[src/rtl/idwl_pkg.sv]
package idwl_pkg;

  localparam int unsigned TABLE_DEPTH = 16;
  localparam int unsigned UID_W       = 32;
  localparam int unsigned IDX_W       = (TABLE_DEPTH > 1) ? $clog2(TABLE_DEPTH) : 1;
  localparam int unsigned CNT_W       = $clog2(TABLE_DEPTH + 1);
  localparam int unsigned PC_W        = 5;

  localparam logic [UID_W-1:0] ZERO_ID = 32'h0000_0000;

  typedef enum logic [1:0] {
    ACT_ADD    = 2'd0,
    ACT_REMOVE = 2'd1,
    ACT_LOOKUP = 2'd2,
    ACT_CLEAR  = 2'd3
  } action_e;

  typedef enum logic [2:0] {
    ST_OK   = 3'd0,
    ST_ZERO = 3'd1,
    ST_DUP  = 3'd2,
    ST_FULL = 3'd3,
    ST_MISS = 3'd4
  } status_e;

  typedef enum logic [3:0] {
    C_NEVER,
    C_ALWAYS,
    C_UID_ZERO,
    C_CNT_ZERO,
    C_MATCH,
    C_STOP,
    C_HIT,
    C_NO_ZERO,
    C_IDX_EQ_CNT
  } cond_e;

  typedef enum logic [1:0] {
    LOOP_NONE,
    LOOP_ALL,
    LOOP_LIVE
  } loop_e;

  typedef enum logic [1:0] {
    IDX_HOLD,
    IDX_CLR,
    IDX_INC
  } idx_op_e;

  typedef enum logic [1:0] {
    WR_NONE,
    WR_ZSLOT,
    WR_SHIFT,
    WR_CLR_LAST
  } wr_e;

  typedef enum logic [1:0] {
    CNT_HOLD,
    CNT_INC,
    CNT_DEC,
    CNT_CLR
  } cnt_op_e;

  typedef struct packed {
    logic            dispatch;
    cond_e           cond;
    logic [PC_W-1:0] target;
    loop_e           loop_sel;
    idx_op_e         idx_op;
    logic            note_zero;
    wr_e             wr;
    cnt_op_e         cnt_op;
    logic            clr_all;
    logic            done;
    status_e         status;
    logic            acc;
  } ctrl_word_t;

  typedef struct packed {
    ctrl_word_t cw;
    logic       en;
    logic       loop_stay;
  } dp_ctrl_t;

  typedef struct packed {
    logic uid_zero;
    logic rd_zero;
    logic match;
    logic hit;
    logic cnt_zero;
    logic no_zero;
    logic idx_eq_cnt;
    logic end_all;
    logic end_live;
  } dp_flags_t;

  // program step addresses
  localparam logic [PC_W-1:0] S_IDLE    = 5'd0;
  localparam logic [PC_W-1:0] S_A0      = 5'd1;
  localparam logic [PC_W-1:0] S_A1      = 5'd2;
  localparam logic [PC_W-1:0] S_A2      = 5'd3;
  localparam logic [PC_W-1:0] S_A3      = 5'd4;
  localparam logic [PC_W-1:0] S_R0      = 5'd5;
  localparam logic [PC_W-1:0] S_R1      = 5'd6;
  localparam logic [PC_W-1:0] S_R2      = 5'd7;
  localparam logic [PC_W-1:0] S_R3      = 5'd8;
  localparam logic [PC_W-1:0] S_R4      = 5'd9;
  localparam logic [PC_W-1:0] S_R5      = 5'd10;
  localparam logic [PC_W-1:0] S_R6      = 5'd11;
  localparam logic [PC_W-1:0] S_R7      = 5'd12;
  localparam logic [PC_W-1:0] S_L0      = 5'd13;
  localparam logic [PC_W-1:0] S_L1      = 5'd14;
  localparam logic [PC_W-1:0] S_L2      = 5'd15;
  localparam logic [PC_W-1:0] S_F_MISS  = 5'd16;
  localparam logic [PC_W-1:0] S_F_ZERO  = 5'd17;
  localparam logic [PC_W-1:0] S_F_DUP   = 5'd18;
  localparam logic [PC_W-1:0] S_F_FULL  = 5'd19;
  localparam logic [PC_W-1:0] S_F_FOUND = 5'd20;
  localparam logic [PC_W-1:0] S_C0      = 5'd21;

  localparam ctrl_word_t CW_NOP = '{
    dispatch:  1'b0,
    cond:      C_NEVER,
    target:    S_IDLE,
    loop_sel:  LOOP_NONE,
    idx_op:    IDX_HOLD,
    note_zero: 1'b0,
    wr:        WR_NONE,
    cnt_op:    CNT_HOLD,
    clr_all:   1'b0,
    done:      1'b0,
    status:    ST_OK,
    acc:       1'b0
  };

  function automatic logic [PC_W-1:0] entry_pc(action_e act);
    logic [PC_W-1:0] pc;
    unique case (act)
      ACT_ADD:    pc = S_A0;
      ACT_REMOVE: pc = S_R0;
      ACT_LOOKUP: pc = S_L0;
      ACT_CLEAR:  pc = S_C0;
      default:    pc = S_IDLE;
    endcase
    return pc;
  endfunction

  function automatic ctrl_word_t ucode(logic [PC_W-1:0] pc);
    ctrl_word_t w;
    w = CW_NOP;
    unique case (pc)
      S_IDLE: begin
        w.dispatch = 1'b1;
      end
      // add: reject zero, scan whole table for duplicate and first free slot
      S_A0: begin
        w.idx_op = IDX_CLR;
        w.cond   = C_UID_ZERO;
        w.target = S_F_ZERO;
      end
      S_A1: begin
        w.note_zero = 1'b1;
        w.cond      = C_MATCH;
        w.target    = S_F_DUP;
        w.loop_sel  = LOOP_ALL;
      end
      S_A2: begin
        w.cond   = C_NO_ZERO;
        w.target = S_F_FULL;
      end
      S_A3: begin
        w.wr     = WR_ZSLOT;
        w.cnt_op = CNT_INC;
        w.done   = 1'b1;
        w.status = ST_OK;
        w.acc    = 1'b1;
      end
      // remove: find among counted entries, shift down, clear last
      S_R0: begin
        w.idx_op = IDX_CLR;
        w.cond   = C_UID_ZERO;
        w.target = S_F_MISS;
      end
      S_R1: begin
        w.cond   = C_CNT_ZERO;
        w.target = S_F_MISS;
      end
      S_R2: begin
        w.cond     = C_MATCH;
        w.target   = S_R4;
        w.loop_sel = LOOP_LIVE;
      end
      S_R3: begin
        w.cond   = C_ALWAYS;
        w.target = S_F_MISS;
      end
      S_R4: begin
        w.idx_op = IDX_INC;
      end
      S_R5: begin
        w.cond   = C_IDX_EQ_CNT;
        w.target = S_R7;
      end
      S_R6: begin
        w.wr       = WR_SHIFT;
        w.loop_sel = LOOP_LIVE;
      end
      S_R7: begin
        w.wr     = WR_CLR_LAST;
        w.cnt_op = CNT_DEC;
        w.done   = 1'b1;
        w.status = ST_OK;
        w.acc    = 1'b1;
      end
      // lookup: scan counted entries, stop at a free entry or a match
      S_L0: begin
        w.idx_op = IDX_CLR;
        w.cond   = C_CNT_ZERO;
        w.target = S_F_MISS;
      end
      S_L1: begin
        w.cond     = C_STOP;
        w.target   = S_L2;
        w.loop_sel = LOOP_LIVE;
      end
      S_L2: begin
        w.cond   = C_HIT;
        w.target = S_F_FOUND;
      end
      S_F_MISS: begin
        w.done   = 1'b1;
        w.status = ST_MISS;
      end
      S_F_ZERO: begin
        w.done   = 1'b1;
        w.status = ST_ZERO;
      end
      S_F_DUP: begin
        w.done   = 1'b1;
        w.status = ST_DUP;
      end
      S_F_FULL: begin
        w.done   = 1'b1;
        w.status = ST_FULL;
      end
      S_F_FOUND: begin
        w.done   = 1'b1;
        w.status = ST_OK;
        w.acc    = 1'b1;
      end
      S_C0: begin
        w.clr_all = 1'b1;
        w.cnt_op  = CNT_CLR;
        w.done    = 1'b1;
        w.status  = ST_OK;
        w.acc     = 1'b1;
      end
      default: begin
        w.cond   = C_ALWAYS;
        w.target = S_IDLE;
      end
    endcase
    return w;
  endfunction

endpackage

[src/rtl/idwl_seq.sv]
module idwl_seq (
  input  logic                clk_i,
  input  logic                rst_ni,
  input  logic                start_i,
  input  idwl_pkg::action_e   action_i,
  input  idwl_pkg::dp_flags_t flags_i,
  input  logic                out_busy_i,
  output idwl_pkg::dp_ctrl_t  ctrl_o,
  output logic                idle_o
);

  logic [idwl_pkg::PC_W-1:0] pc_q, pc_d;
  idwl_pkg::ctrl_word_t      cw;
  logic                      cond_true;
  logic                      at_end;
  logic                      en;
  logic                      loop_stay;

  assign cw = idwl_pkg::ucode(pc_q);

  always_comb begin
    unique case (cw.cond)
      idwl_pkg::C_NEVER:      cond_true = 1'b0;
      idwl_pkg::C_ALWAYS:     cond_true = 1'b1;
      idwl_pkg::C_UID_ZERO:   cond_true = flags_i.uid_zero;
      idwl_pkg::C_CNT_ZERO:   cond_true = flags_i.cnt_zero;
      idwl_pkg::C_MATCH:      cond_true = flags_i.match;
      idwl_pkg::C_STOP:       cond_true = flags_i.rd_zero | flags_i.match;
      idwl_pkg::C_HIT:        cond_true = flags_i.hit;
      idwl_pkg::C_NO_ZERO:    cond_true = flags_i.no_zero;
      idwl_pkg::C_IDX_EQ_CNT: cond_true = flags_i.idx_eq_cnt;
      default:                cond_true = 1'b0;
    endcase
  end

  always_comb begin
    unique case (cw.loop_sel)
      idwl_pkg::LOOP_ALL:  at_end = flags_i.end_all;
      idwl_pkg::LOOP_LIVE: at_end = flags_i.end_live;
      default:             at_end = 1'b1;
    endcase
  end

  // a finishing step waits while the result register is still occupied
  assign en = ~(cw.done & out_busy_i);

  always_comb begin
    pc_d      = pc_q;
    loop_stay = 1'b0;
    if (cw.dispatch) begin
      if (start_i) begin
        pc_d = idwl_pkg::entry_pc(action_i);
      end
    end else if (!en) begin
      pc_d = pc_q;
    end else if (cw.done) begin
      pc_d = idwl_pkg::S_IDLE;
    end else if (cond_true) begin
      pc_d = cw.target;
    end else if (!at_end) begin
      loop_stay = 1'b1;
    end else begin
      pc_d = pc_q + idwl_pkg::PC_W'(1);
    end
  end

  always_ff @(posedge clk_i or negedge rst_ni) begin
    if (!rst_ni) begin
      pc_q <= idwl_pkg::S_IDLE;
    end else begin
      pc_q <= pc_d;
    end
  end

  assign ctrl_o.cw        = cw;
  assign ctrl_o.en        = en;
  assign ctrl_o.loop_stay = loop_stay;
  assign idle_o           = cw.dispatch;

endmodule

[src/rtl/idwl_dp.sv]
module idwl_dp (
  input  logic                             clk_i,
  input  logic                             rst_ni,
  input  logic                             start_i,
  input  logic [idwl_pkg::UID_W-1:0]       uid_i,
  input  idwl_pkg::dp_ctrl_t               ctrl_i,
  output idwl_pkg::dp_flags_t              flags_o,
  output logic [idwl_pkg::CNT_W-1:0]       cnt_next_o
);

  logic [idwl_pkg::UID_W-1:0]       mem_q [idwl_pkg::TABLE_DEPTH];
  logic [idwl_pkg::TABLE_DEPTH-1:0] valid_q, valid_d;
  logic [idwl_pkg::UID_W-1:0]       uid_q;
  logic [idwl_pkg::CNT_W-1:0]       idx_q, idx_d;
  logic [idwl_pkg::CNT_W-1:0]       cnt_q, cnt_d;
  logic [idwl_pkg::IDX_W-1:0]       zslot_q, zslot_d;
  logic                             zf_q, zf_d;

  logic [idwl_pkg::UID_W-1:0]       rd_data;
  logic                             idx_in_range;
  logic [idwl_pkg::CNT_W-1:0]       idx_m1;
  logic [idwl_pkg::CNT_W-1:0]       cnt_m1;
  logic [idwl_pkg::IDX_W-1:0]       waddr;
  logic [idwl_pkg::UID_W-1:0]       wdata;
  logic                             mem_we;
  idwl_pkg::ctrl_word_t             cw;
  logic                             en;

  assign cw     = ctrl_i.cw;
  assign en     = ctrl_i.en;
  assign idx_m1 = idx_q - idwl_pkg::CNT_W'(1);
  assign cnt_m1 = cnt_q - idwl_pkg::CNT_W'(1);

  // entries without a valid bit read as zero
  assign idx_in_range = idx_q < idwl_pkg::CNT_W'(idwl_pkg::TABLE_DEPTH);
  assign rd_data = (idx_in_range && valid_q[idx_q[idwl_pkg::IDX_W-1:0]])
                 ? mem_q[idx_q[idwl_pkg::IDX_W-1:0]] : idwl_pkg::ZERO_ID;

  assign flags_o.uid_zero   = uid_q == idwl_pkg::ZERO_ID;
  assign flags_o.rd_zero    = rd_data == idwl_pkg::ZERO_ID;
  assign flags_o.match      = rd_data == uid_q;
  assign flags_o.hit        = (rd_data == uid_q) && (rd_data != idwl_pkg::ZERO_ID);
  assign flags_o.cnt_zero   = cnt_q == '0;
  assign flags_o.no_zero    = ~zf_q;
  assign flags_o.idx_eq_cnt = idx_q == cnt_q;
  assign flags_o.end_all    = idx_q == idwl_pkg::CNT_W'(idwl_pkg::TABLE_DEPTH - 1);
  assign flags_o.end_live   = idx_q == cnt_m1;

  always_comb begin
    idx_d   = idx_q;
    zf_d    = zf_q;
    zslot_d = zslot_q;
    cnt_d   = cnt_q;
    if (en) begin
      if (cw.idx_op == idwl_pkg::IDX_CLR) begin
        idx_d = '0;
        zf_d  = 1'b0;
      end else if (cw.idx_op == idwl_pkg::IDX_INC || ctrl_i.loop_stay) begin
        idx_d = idx_q + idwl_pkg::CNT_W'(1);
      end
      // remember the first free slot seen during the add scan
      if (cw.note_zero && (rd_data == idwl_pkg::ZERO_ID) && !zf_q) begin
        zf_d    = 1'b1;
        zslot_d = idx_q[idwl_pkg::IDX_W-1:0];
      end
      unique case (cw.cnt_op)
        idwl_pkg::CNT_INC: begin
          if (cnt_q < idwl_pkg::CNT_W'(idwl_pkg::TABLE_DEPTH)) begin
            cnt_d = cnt_q + idwl_pkg::CNT_W'(1);
          end
        end
        idwl_pkg::CNT_DEC:  cnt_d = cnt_m1;
        idwl_pkg::CNT_CLR:  cnt_d = '0;
        default:            cnt_d = cnt_q;
      endcase
    end
  end

  always_comb begin
    waddr   = zslot_q;
    wdata   = uid_q;
    mem_we  = 1'b0;
    valid_d = valid_q;
    if (en) begin
      unique case (cw.wr)
        idwl_pkg::WR_ZSLOT: begin
          waddr  = zslot_q;
          wdata  = uid_q;
          mem_we = 1'b1;
          valid_d[zslot_q] = 1'b1;
        end
        idwl_pkg::WR_SHIFT: begin
          waddr  = idx_m1[idwl_pkg::IDX_W-1:0];
          wdata  = rd_data;
          mem_we = 1'b1;
          valid_d[idx_m1[idwl_pkg::IDX_W-1:0]] = 1'b1;
        end
        idwl_pkg::WR_CLR_LAST: begin
          valid_d[cnt_m1[idwl_pkg::IDX_W-1:0]] = 1'b0;
        end
        default: begin
          mem_we = 1'b0;
        end
      endcase
      if (cw.clr_all) begin
        valid_d = '0;
      end
    end
  end

  always_ff @(posedge clk_i or negedge rst_ni) begin
    if (!rst_ni) begin
      valid_q <= '0;
      idx_q   <= '0;
      cnt_q   <= '0;
      zf_q    <= 1'b0;
    end else begin
      valid_q <= valid_d;
      idx_q   <= idx_d;
      cnt_q   <= cnt_d;
      zf_q    <= zf_d;
    end
  end

  always_ff @(posedge clk_i) begin
    zslot_q <= zslot_d;
    if (start_i) begin
      uid_q <= uid_i;
    end
    if (mem_we) begin
      mem_q[waddr] <= wdata;
    end
  end

  assign cnt_next_o = cnt_d;

`ifndef SYNTHESIS
  a_cnt_bound: assert property (@(posedge clk_i) disable iff (!rst_ni)
    cnt_q <= idwl_pkg::CNT_W'(idwl_pkg::TABLE_DEPTH))
    else $error("member count above table depth");

  a_dense: assert property (@(posedge clk_i) disable iff (!rst_ni)
    $countones(valid_q) == int'(cnt_q))
    else $error("occupied entries disagree with member count");

  a_free_slot: assert property (@(posedge clk_i) disable iff (!rst_ni)
    (en && cw.wr == idwl_pkg::WR_ZSLOT) |-> (zf_q && !valid_q[zslot_q]))
    else $error("add written without a free slot");

  a_shift_addr: assert property (@(posedge clk_i) disable iff (!rst_ni)
    (en && cw.wr == idwl_pkg::WR_SHIFT) |-> (idx_q != '0 && idx_q < cnt_q))
    else $error("shift write outside counted entries");
`endif

endmodule

[src/rtl/id_whitelist_table.sv]
// id whitelist table: a dense set of up to 16 nonzero 32-bit card ids
// input items arrive on s_axis: tuser carries the action (add, remove, lookup,
// clear) and tdata the card id; one result item per input leaves on m_axis
// with the accepted flag, a status code and the member count after the action
// a small microcode program steps through the table one entry per cycle:
// clear takes 1 step, add up to 19 steps (full-table duplicate scan), lookup
// up to 19, remove up to 21 (scan to the match, shift later entries down)
// the result is registered; one item is worked on at a time, and
// s_axis_tready rises again in the same cycle that the result item turns valid
// a result waiting on a stalled receiver does not block the next input item;
// only the following result holds in its last step until the register frees
// reset clears all entry valid bits and the count, so the table starts empty
module id_whitelist_table (
  input  logic        clk_i,
  input  logic        rst_ni,
  // input items
  input  logic        s_axis_tvalid,
  output logic        s_axis_tready,
  input  logic [31:0] s_axis_tdata,   // [31:0] uid
  input  logic [1:0]  s_axis_tuser,   // [1:0] action
  // result items
  output logic        m_axis_tvalid,
  input  logic        m_axis_tready,
  output logic [15:0] m_axis_tdata    // [0] accepted, [3:1] status, [8:4] member_count
);

  idwl_pkg::dp_ctrl_t               ctrl;
  idwl_pkg::dp_flags_t              flags;
  logic [idwl_pkg::CNT_W-1:0]       cnt_next;
  logic                             idle;
  logic                             start;
  logic                             out_busy;
  logic                             done_fire;

  logic                             m_valid_q;
  logic                             acc_q;
  idwl_pkg::status_e                status_q;
  logic [idwl_pkg::CNT_W-1:0]       count_q;

  // an item is taken only while the sequencer sits at its idle step
  assign s_axis_tready = idle;
  assign start         = s_axis_tvalid & idle;

  // result register still held by the receiver
  assign out_busy  = m_valid_q & ~m_axis_tready;
  assign done_fire = ctrl.cw.done & ctrl.en;

  idwl_seq u_seq (
    .clk_i      (clk_i),
    .rst_ni     (rst_ni),
    .start_i    (start),
    .action_i   (idwl_pkg::action_e'(s_axis_tuser)),
    .flags_i    (flags),
    .out_busy_i (out_busy),
    .ctrl_o     (ctrl),
    .idle_o     (idle)
  );

  idwl_dp u_dp (
    .clk_i      (clk_i),
    .rst_ni     (rst_ni),
    .start_i    (start),
    .uid_i      (s_axis_tdata),
    .ctrl_i     (ctrl),
    .flags_o    (flags),
    .cnt_next_o (cnt_next)
  );

  // output valid: set by a finishing step, dropped once taken
  always_ff @(posedge clk_i or negedge rst_ni) begin
    if (!rst_ni) begin
      m_valid_q <= 1'b0;
    end else if (done_fire) begin
      m_valid_q <= 1'b1;
    end else if (m_axis_tready) begin
      m_valid_q <= 1'b0;
    end
  end

  // result payload, count as it stands after the action
  always_ff @(posedge clk_i) begin
    if (done_fire) begin
      acc_q    <= ctrl.cw.acc;
      status_q <= ctrl.cw.status;
      count_q  <= cnt_next;
    end
  end

  assign m_axis_tvalid = m_valid_q;
  assign m_axis_tdata  = {7'b0, count_q, status_q, acc_q};

endmodule

[config.mk]
export PLATFORM = sky130hd
export DESIGN_NAME = id_whitelist_table
export DESIGN_NICKNAME = d
export VERILOG_FILES = /design/src/rtl/idwl_pkg.sv /design/src/rtl/idwl_seq.sv /design/src/rtl/idwl_dp.sv /design/src/rtl/id_whitelist_table.sv
export SDC_FILE = /design/constraint.sdc
export NUM_CORES = 1
export LEC_CHECK = 0
export BUFFER_PORTS_ARGS = -buffer_cell sky130_fd_sc_hd__buf_4
export CELL_PAD_IN_SITES_DETAIL_PLACEMENT = 1
export CELL_PAD_IN_SITES_GLOBAL_PLACEMENT = 1
export CORE_ASPECT_RATIO = 1.1
export CORE_MARGIN = 2
export CORE_UTILIZATION = 54
export CTS_CLUSTER_DIAMETER = 80
export CTS_CLUSTER_SIZE = 10
export DETAILED_ROUTE_END_ITERATION = 16
export MAX_ROUTING_LAYER = met4
export PLACE_DENSITY = 0.82
export SYNTH_ARGS = -nofsm -noshare
export SYNTH_HDL_FRONTEND = slang
export SYNTH_HIERARCHICAL = 1
export SYNTH_SLANG_ARGS = --single-unit
[constraint.sdc]
create_clock -name clk_i -period 4.8 [get_ports clk_i]
set_input_delay 0.24 -clock clk_i [delete_from_list [all_inputs] [get_ports clk_i]]
set_output_delay 0.24 -clock clk_i [all_outputs]
set_load 0.05 [all_outputs]
==> results.ini <==
[route]
drtAntennaViolNets = 0
routedWlPerCell_um = 38.3
drc = 0
first_pass_iters = 5
wirelength_um = 91700
viasPerCell = 7.13
drt-initial-drc-count = 2637
vias = 17000

[global_route]
grt_max_degree = 44
grt_pass1_wl_um = 118000
grt_pass1_vias = 17300
grtUsageTotal_pct = 34.9
grt-ovfl-total = 0
antenna_found_initial = 2

[worst_setup_path]
cp_max_fo = 9
critPathLaunchType = register
reg2reg_from = u_dp/idx_q[1]
rrSetupSlack_ps = -420
cp.arrival_ps = 5730
r2r_cells = 20
required_ps = 5310
crit_end = u_dp/idx_q[2]
timing.rr.end = u_dp/idx_q[2]
worst-setup-path-type = register to register
end_kind = register
timing.critical_path.from = u_dp/idx_q[1]

[hold_path]
min_from = s_axis_tuser[1]
hold_class = input port to register

[finish]
layout-drive-gt1-share_pct = 30.6
fin_area_um2 = 30900
layoutNonFillerInstCount = 2391
syn2layout_area_growth_pct = 20.3
fin_nets = 1795
mostFrequentLayoutCell = edfxtp_1
final_cell_mix = edfxtp_1, buf_4, mux4_2

[pwr]
p_leak_nw = 10.2
power_per_cell_area_nw_per_um2 = 559
ir_drop_mv = 0.374

[cts]
clk_latency_ps = 640
clkTransAtPathRegs_ps = 60
cts-root-buf = clkbuf_16
clock-sinks = 590
cts_made_buffers = 69
cts_tree = yes
h-tree-depth = 3
cts_buffer_depth = 3

[placement]
dpl_cell_area_um2 = 27700
place_inst = 2224
hpwl_um = 44500
pre_cts_ws_ps = -179
io_buffer_count = 48
globalplace.congestion = 0.892

[sta]
fin_ws_ps = -420
post-route-period-util_pct = 109
hold_violations = 0
setup_viol = 10
fmax_mhz = 192
slew_headroom_pct = 25.6
rsz0062_at_grt = true
tns_ps = -3290
drv_slew = 0
skew_ps = 34.2
worst_slew_pin_slew_ps = 1110
min_period_ps = 5220

[outcome]
run_status = complete, but fails checks
failed_checks = setup timing

[yosys]
synth_area_um2 = 25700
synthCells = 1516
synth-warning-count = 6
avgSynthCellArea_um2 = 16.9

[die]
core_um2 = 46800
die_area_um2 = 49300
die_x_um = 212
start_util_pct = 54.8
floorplan.rows = 83
die-height_um = 233
ioPinCount = 56

[flow_run]
maxCapViolations = 0

-- sequential cells by signal (all words and copies together) (netlist names) --
name / cells
acc_q: 1
count_q: 5
m_axis_tvalid: 1
status_q: 3
u_dp/cnt_q: 5
u_dp/idx_q: 5
u_dp/mem_q: 512
u_dp/uid_q: 32
u_dp/valid_q: 16
u_dp/zf_q: 1
u_dp/zslot_q: 4
u_seq/pc_q: 5
-- area by class of cell --
type / count / area, um^2
inverters: 28 / 105
flip-flops and latches: 590 / 17600
well taps: 637 / 797
clock inverters: 9 / 114
multi-input cells: 810 / 7940
repair buffers: 238 / 2610
diodes: 1 / 2.50
clock buffers: 78 / 1760
fillers: 3935 / 15900
-- power by group --
group / leakage, nW / internal, mW / switching, mW
Combinational: 3.87 / 2.27 / 3.56
Sequential: 5.44 / 6.25 / 0.307
Clock: 0.908 / 2.61 / 2.26
Total: 10.2 / 11.1 / 6.13
-- worst min-delay path by stage --
| stage | end | slack, ps | cells after the start |
|---|---|---|---|
| after detailed placement | u_dp/valid_q[0] | 230 | 1 |
| after global placement | u_dp/valid_q[5] | 220 | 1 |
| after CTS | u_seq/pc_q[4] | 20 | 4 |
| after global routing | u_seq/pc_q[4] | 40 | 4 |
| after floorplan | m_axis_tvalid | -60 | 0 |
| final | u_seq/pc_q[4] | 40 | 4 |
-- metrics by stage --
stage	util [%]	power, mW	hold slack [ps]
after detailed placement	59.1	11.3	229
after floorplan	-	9.68	-55.6
after global placement	59.1	11.1	217
after global routing	66.0	17.6	37.5
final	66.0	17.3	38.7
after CTS	64.5	16.2	23.6
-- repair_timing --
action                                  in CTS  in global routing
setup buffers                               11                 26
hold endpoints to repair                    67                  0
endpoints found under the setup margin      10                 10
hold buffers                                35                  0
cloned                                       2                  5
pin swaps                                    9                 24
gates resized for setup                     28                 57
-- routing by layer --
layer	GRT usage (%)	share of wire, %	up-vias
met2	55.6	48	1515
met1	42.6	33	8556
met4	17.8	6.9	0
met5	-	0	-
li1	-	-	6503
met3	7.32	12	466
-- worst max-delay path, stage by stage (launching register included) --
cell     delay [ps]
dfrtp_4         500
buf_4           160
buf_12          140
buf_6           180
mux4_2          540
a22oi_1         400
a22oi_2         190
xor2_1          240
nor4_2          430
nand4_1         350
nor3_2          270
inv_1            70
o31a_1          280
a32oi_1         250
and3_4          250
nor2_2           50
nor3b_4         170
a21o_1          200
and2_4          190
a21oi_1         210
a21oi_2          40
No activity file was read; power rests on OpenSTA's default activity.
